==> config.mk <==
export PLATFORM = sky130hd
export DESIGN_NAME = record_index_extractor
export DESIGN_NICKNAME = d
export VERILOG_FILES = /design/src/hw/rtl/rie_pkg.sv /design/src/hw/rtl/record_index_extractor.sv /design/src/hw/rtl/rie_scanner.sv
export VERILOG_INCLUDE_DIRS = /design/src /design/src/hw/rtl
export SDC_FILE = /design/constraint.sdc
export NUM_CORES = 1
export LEC_CHECK = 0
export BUFFER_PORTS_ARGS = -buffer_cell sky130_fd_sc_hd__buf_2
export CAP_MARGIN = 0
export CORE_ASPECT_RATIO = 1.75
export CORE_MARGIN = 8
export CORE_UTILIZATION = 30
export CTS_BUF_LIST = sky130_fd_sc_hd__clkbuf_4 sky130_fd_sc_hd__clkbuf_8
export DETAILED_ROUTE_END_ITERATION = 10
export SYNTH_ARGS = -nofsm -noshare
export SYNTH_HDL_FRONTEND = slang
export SYNTH_SLANG_ARGS = --single-unit
==> constraint.sdc <==
create_clock -name clk -period 4 [get_ports clk]
set_input_delay 0.2 -clock clk [delete_from_list [all_inputs] [get_ports clk]]
set_output_delay 0.2 -clock clk [all_outputs]
set_load 0.01 [all_outputs]
==> src/hw/rtl/assert_macros.svh <==
// Assertion helpers shared by the RTL.
`ifndef ASSERT_MACROS_SVH
`define ASSERT_MACROS_SVH

// Same-cycle implication, ignored while in reset.
`define ASSERT_IMP(lbl, clk, rst_n, a, c) \
    lbl: assert property (@(posedge clk) disable iff (!rst_n) (a) |-> (c)) \
        else $error("assertion failed");

// Next-cycle implication, ignored while in reset.
`define ASSERT_NXT(lbl, clk, rst_n, a, c) \
    lbl: assert property (@(posedge clk) disable iff (!rst_n) (a) |=> (c)) \
        else $error("assertion failed");

`endif

==> src/hw/rtl/rie_pkg.sv <==
package rie_pkg;

    // Default block size in bytes
    localparam int BLOCK_BYTES_DEF = 256;

    localparam int KEY_W   = 31;
    localparam int BLOCK_W = 16;
    localparam int OFS_W   = 8;

    localparam logic [KEY_W-1:0] KEY_MAX = {KEY_W{1'b1}};

    // Marker bytes
    localparam logic [7:0] CHAR_PIPE   = 8'h7C;
    localparam logic [7:0] CHAR_DOLLAR = 8'h24;
    localparam logic [7:0] CHAR_ZERO   = 8'h30;
    localparam logic [7:0] CHAR_ONE    = 8'h31;
    localparam logic [7:0] CHAR_NINE   = 8'h39;

    typedef struct packed {
        logic [7:0] data_byte;
        logic       is_final;
    } in_item_t;

    typedef struct packed {
        logic [KEY_W-1:0]   record_key;
        logic [BLOCK_W-1:0] block_number;
        logic [OFS_W-1:0]   byte_offset;
    } out_item_t;

endpackage

==> src/hw/rtl/record_index_extractor.sv <==
// Record index extractor.
// The item channel (item_valid, item_stall, item) takes one byte of a block
// file per transaction; is_final marks the last byte of the file. The result
// channel (result_valid, result_stall, result) gives key, block number and
// offset of the first key byte for each live record, one transaction each.
// A byte is taken every cycle while the result side keeps up: throughput is
// one byte per cycle, set by the single parser state update per byte.
// A result appears on the port in the cycle after its flag byte is
// accepted, held in the output register.
// When the receiver stalls, the pending result holds and item_stall rises
// only while that register is full and stalled.
// Reset clears the parser, the block and offset counters and the output
// valid; after the final byte the parser and counters return to their reset values.
module record_index_extractor
    import rie_pkg::*;
#(
    parameter int BLOCK_BYTES = BLOCK_BYTES_DEF
)
(
    input  logic      clk,
    input  logic      rst_n,
    input  logic      item_valid,
    output logic      item_stall,
    input  in_item_t  item,
    output logic      result_valid,
    input  logic      result_stall,
    output out_item_t result
);

    logic      step;
    logic      res_valid;
    out_item_t res;
    logic      out_valid_reg;
    out_item_t out_data_reg;

    // Stall input only while a stalled result occupies the output register
    assign item_stall = out_valid_reg && result_stall;
    assign step       = item_valid && !item_stall;

    rie_scanner #(
        .BLOCK_BYTES(BLOCK_BYTES)
    ) u_scanner (
        .clk      (clk),
        .rst_n    (rst_n),
        .step     (step),
        .item     (item),
        .res_valid(res_valid),
        .res      (res)
    );

    // Output valid: load when empty or draining
    always_ff @(posedge clk or negedge rst_n)
    begin
        if (!rst_n)
        begin
            out_valid_reg <= 1'b0;
        end
        else if (!out_valid_reg || !result_stall)
        begin
            out_valid_reg <= res_valid;
        end
    end

    // Output payload
    always_ff @(posedge clk)
    begin
        if (res_valid)
        begin
            out_data_reg <= res;
        end
    end

    assign result_valid = out_valid_reg;
    assign result       = out_data_reg;

endmodule

==> src/hw/rtl/rie_scanner.sv <==
`include "assert_macros.svh"

module rie_scanner
    import rie_pkg::*;
#(
    parameter int BLOCK_BYTES = BLOCK_BYTES_DEF
)
(
    input  logic      clk,
    input  logic      rst_n,
    input  logic      step,
    input  in_item_t  item,
    output logic      res_valid,
    output out_item_t res
);

    localparam int OFF_W = (BLOCK_BYTES > 2) ? $clog2(BLOCK_BYTES) : 1;
    localparam logic [OFF_W-1:0] LAST_OFF = OFF_W'(BLOCK_BYTES - 1);

    typedef enum logic [1:0] {
        PH_SEEK,
        PH_KEY,
        PH_FLAG
    } phase_t;

    phase_t             phase_reg, phase_next;
    logic [KEY_W-1:0]   key_reg, key_next;
    logic               ended_reg, ended_next;
    logic [BLOCK_W-1:0] sblk_reg, sblk_next;
    logic [OFS_W-1:0]   soff_reg, soff_next;
    logic [BLOCK_W-1:0] cblk_reg, cblk_next;
    logic [OFF_W-1:0]   coff_reg, coff_next;

    logic [OFF_W+OFS_W-1:0] noff_ext;
    logic [KEY_W+3:0]       prod;
    logic [3:0]             digit;
    logic                   is_digit;
    logic [7:0]             byte_val;

    assign byte_val = item.data_byte;

    // Position of the byte after this one
    always_comb
    begin
        if (coff_reg == LAST_OFF)
        begin
            coff_next = '0;
            cblk_next = cblk_reg + BLOCK_W'(1);
        end
        else
        begin
            coff_next = coff_reg + OFF_W'(1);
            cblk_next = cblk_reg;
        end
        noff_ext = {{OFS_W{1'b0}}, coff_next};
    end

    // Decimal accumulate: key * 10 + digit, saturated
    always_comb
    begin
        is_digit = (byte_val >= CHAR_ZERO) && (byte_val <= CHAR_NINE);
        digit    = 4'(byte_val - CHAR_ZERO);
        prod     = (KEY_W+4)'({key_reg, 3'b000}) + (KEY_W+4)'({key_reg, 1'b0})
                 + (KEY_W+4)'(digit);
    end

    // Record parser
    always_comb
    begin
        phase_next = phase_reg;
        key_next   = key_reg;
        ended_next = ended_reg;
        sblk_next  = sblk_reg;
        soff_next  = soff_reg;
        res_valid  = 1'b0;
        case (phase_reg)
            PH_SEEK:
            begin
                if (byte_val == CHAR_PIPE)
                begin
                    phase_next = PH_KEY;
                    key_next   = '0;
                    ended_next = 1'b0;
                    sblk_next  = cblk_next;
                    soff_next  = noff_ext[OFS_W-1:0];
                end
            end
            PH_KEY:
            begin
                if (byte_val == CHAR_DOLLAR)
                begin
                    phase_next = PH_FLAG;
                end
                else if (!ended_reg && is_digit)
                begin
                    key_next = (prod[KEY_W+3:KEY_W] != 4'd0) ? KEY_MAX : prod[KEY_W-1:0];
                end
                else
                begin
                    ended_next = 1'b1;
                end
            end
            PH_FLAG:
            begin
                res_valid = step && (byte_val != CHAR_ONE);
                if (byte_val == CHAR_PIPE)
                begin
                    phase_next = PH_KEY;
                    key_next   = '0;
                    ended_next = 1'b0;
                    sblk_next  = cblk_next;
                    soff_next  = noff_ext[OFS_W-1:0];
                end
                else
                begin
                    phase_next = PH_SEEK;
                end
            end
            default:
            begin
                phase_next = PH_SEEK;
            end
        endcase
    end

    assign res.record_key   = key_reg;
    assign res.block_number = sblk_reg;
    assign res.byte_offset  = soff_reg;

    // Advance state on each transaction; the final byte returns all state to its reset value
    always_ff @(posedge clk or negedge rst_n)
    begin
        if (!rst_n)
        begin
            phase_reg <= PH_SEEK;
            key_reg   <= '0;
            ended_reg <= 1'b0;
            sblk_reg  <= '0;
            soff_reg  <= '0;
            cblk_reg  <= '0;
            coff_reg  <= '0;
        end
        else if (step)
        begin
            if (item.is_final)
            begin
                phase_reg <= PH_SEEK;
                key_reg   <= '0;
                ended_reg <= 1'b0;
                sblk_reg  <= '0;
                soff_reg  <= '0;
                cblk_reg  <= '0;
                coff_reg  <= '0;
            end
            else
            begin
                phase_reg <= phase_next;
                key_reg   <= key_next;
                ended_reg <= ended_next;
                sblk_reg  <= sblk_next;
                soff_reg  <= soff_next;
                cblk_reg  <= cblk_next;
                coff_reg  <= coff_next;
            end
        end
    end

    `ASSERT_NXT(a_final_clears, clk, rst_n, step && item.is_final, (phase_reg == PH_SEEK) && (cblk_reg == '0) && (coff_reg == '0))
    `ASSERT_IMP(a_res_from_flag, clk, rst_n, res_valid, step && (phase_reg == PH_FLAG))
    `ASSERT_IMP(a_offset_in_block, clk, rst_n, 1'b1, coff_reg <= LAST_OFF)

endmodule
==> results.toml <==
[route]
vias = 6202
routedWlPerCell_um = 17.7
ant_nets = 0
viasPerCell = 5.25
drtIter0Drc = 363
wl_mm = 21.0
drtPass1Iterations = 4
drc = 0

[timing]
slew_headroom_pct = 47.8
finalHoldViolCount = 0
fin_skew_ns = 0.0201
fmax_mhz = 288
final-max-slew-violation-count = 0
tightest_slew_ns = 0.780
final.min_clock_period_ns = 3.47
rsz0062_at_grt = "false"
final-setup-viol-count = 0
fin_crit_sh_pct = 86.7
fin_setup_tns_ns = 0

[setup_path]
cp_max_fo = 21
arrival_ns = 3.81
critPathMaxStageDelay_ns = 0.53
cp_slowest_cell = "fa_1"
start_kind = "flip-flop"
cp_cell_sequence = "fa_1 -> fa_1 -> a211oi_2 -> o21ai_2 -> o311ai_1 -> a21boi_1 -> o22ai_2 -> xnor2_1 -> a211oi_4 -> buf_4 -> a41oi_2"
worstPathRequired_ns = 4.34
path_class = "flip-flop to flip-flop"
cp_common_cell = "fa_1"
crit_path_end_kind = "flip-flop"

[power]
power_switching_share_pct = 25.5
switchingPower_mw = 0.709
p_clk_share_pct = 41.4
vdd_drop_max_uv = 166
p_leak_nw = 3.95
power_density_mw_per_mm2 = 308
intPower_mw = 2.07
share_comb_of_total_power_pct = 4.5
seqPwrFrac_pct = 54.1

[run_status]
status = "finished clean"

[synth]
ys_ff_latch = 138
yosys.cell_types.count = 69
yosysWarnings = 0
postSynthNetCount = 863
synth_flop_cell = "dfrtp_1"
synth_area_per_cell_sq_um = 10.2
synth_edf_count = 55
synth-seq-area-share_pct = 46.8
synth.cell_area_sq_mm = 0.00797
syn_inst = 785
synthArstFlopShare_pct = 60.1

[global_route]
grt_util_all_layers_pct = 13.3
grt_max_degree = 54
grt_pass1_vias = 6462
overflow = 0
antenna_found_initial = 4
grt_pass1_wl_mm = 33.8

[finish]
final_cell_mix = "a21oi_1 (100), nand2_1 (90), dfrtp_1 (83)"
largest_reg_flops = 55
fillers = 2686
drive_gt1_share_pct = 16.0
syn2layout_area_growth_pct = 13.2
post-route-util_pct = 34.2
nets = 921
final_common_cell = "a21oi_1"

[place]
dp_hpwl_mm = 15.2
place.port_buffers = 69
place_congestion = 0.908

[worst_hold_path]
hold_class = "primary input to flip-flop"

[clocking]
cts_buffers = 17
insertion_delay_ns = 0.47
clockRootBuffer = "clkbuf_8"
cts_resized = 0
clockBufferDepth = 2
htreeDepth = 4
cts_sinks = 138
path_clk_slew_ns = 0.10
postCtsSetupRepairBufs = 0
cts_tree = "done"
ctsHoldBuffers = 1

[die]
io_pins = 70
core_area_sq_mm = 0.0264
start_util_pct = 30.2
die_h_um = 232
rows = 79
fp.dieArea_sq_mm = 0.0322
die_x_um = 139

[job]
max_cap_violations = 0
power by group through the flow:
stage | logic, mW | clock network (mW) | registers (mW)
floorplan | 0.0746 | 0 | 1.53
global placement | 0.126 | 0 | 1.53
detailed placement | 0.128 | 0 | 1.53
CTS | 0.130 | 1.18 | 1.50
global route | 0.145 | 1.23 | 1.51
finish | 0.126 | 1.15 | 1.50
worst max-delay path: cells and delay by family (launching register included):
family          cells  cell delay, ns
flops               1            0.45
compound gates      7            1.40
fa+ha+maj           2            1.03
xor+xnor            1            0.12
buf+inv             1            0.33
cell usage after synthesis (all sizes together), types with 2 or more instances:
cell      n  share of area [%]
dfrtp    83                 26
a31oi    28                2.2
inv      10               0.47
o21a      3               0.28
nor4      5               0.58
nand2b    8               0.63
nor3     13               0.88
mux2      2               0.28
o211a     2               0.25
a221oi    2               0.52
nand3    18                1.1
o211ai    6               0.63
nand2    90                4.2
nand4    15                1.2
o221ai    2               0.22
o41ai     2               0.46
fa        2               0.50
nor2     29                1.4
a21oi   101                6.4
buf      19                1.6
a41oi     2               0.31
and2      4               0.31
nor3b     2               0.25
o311ai    2               0.22
nor2b     3               0.33
edfxtp   55                 21
xor2     20                2.3
clkbuf   23                1.1
xnor2    28                3.2
and3      6               0.47
a21boi    3               0.28
ha       63                9.9
o21ai    75                4.8
a211oi   12                1.4
a21o     11                1.0
or2       4               0.31
o31ai    12                1.1
or3       4               0.31
o21bai    3               0.28
and4      2               0.22
stage by stage:
stage          area [sq um]  power (mW)  hold WS [ns]  setup WS (ns)  cells
2_1_floorplan          7970        1.60       -0.0956          0.892    785
3_3_place_gp           8620        1.66         0.304          0.648   1147
3_5_place_dp           8620        1.66         0.307          0.567   1147
4_1_cts                9010        2.82        0.0368          0.535   1180
5_1_grt                9020        2.88        0.0657          0.322   1182
6_report               9020        2.78        0.0760          0.530   1182
cells by family (layout without fill, tap and decap cells):
logic type,count (synthesis),after routing,synth area share [%]
compound gates,272,272,21.2
simple gates,207,207,12.7
fa+ha+maj,65,65,10.4
mux,3,3,0.408
buf+inv,52,123,3.14
xor+xnor,48,48,5.46
flops,138,138,46.8
other cells,0,2,0
final timing paths:
check                                       start                    end  slack, ns  depth (start not counted)
max                          u_scanner.key_reg[0]  u_scanner.key_reg[29]       0.53                         11
min                                  result_stall           result_valid       0.08                          4
max reg2reg                  u_scanner.key_reg[0]  u_scanner.key_reg[29]       0.53                         11
min reg2reg                u_scanner.sblk_reg[11]             result[19]       0.44                          0
max in group asynchronous                   rst_n  u_scanner.coff_reg[7]       2.77                          3
min in group asynchronous                   rst_n  u_scanner.soff_reg[4]       0.32                          2
cell type report:
type,instances,area (sq um),share of cell area (%)
flip-flops and latches,138,3730,41.3
multi-input cells,595,4010,44.4
diodes,2,5.00,0.0555
clock buffers,17,234,2.59
well taps,324,405,4.49
inverters,10,37.5,0.416
repair buffers,81,453,5.02
clock inverters,15,150,1.66
layer usage:
layer | share of wire, % | wire (um) | track usage [%]
met4 | 2.7 | 574 | 6.93
met3 | 3.9 | 817 | 3.09
met5 | 0.10 | 22 | 0
met2 | 56 | 11700 | 25.7
met1 | 37 | 7800 | 12.7
No activity file was read; power rests on OpenSTA's default activity.
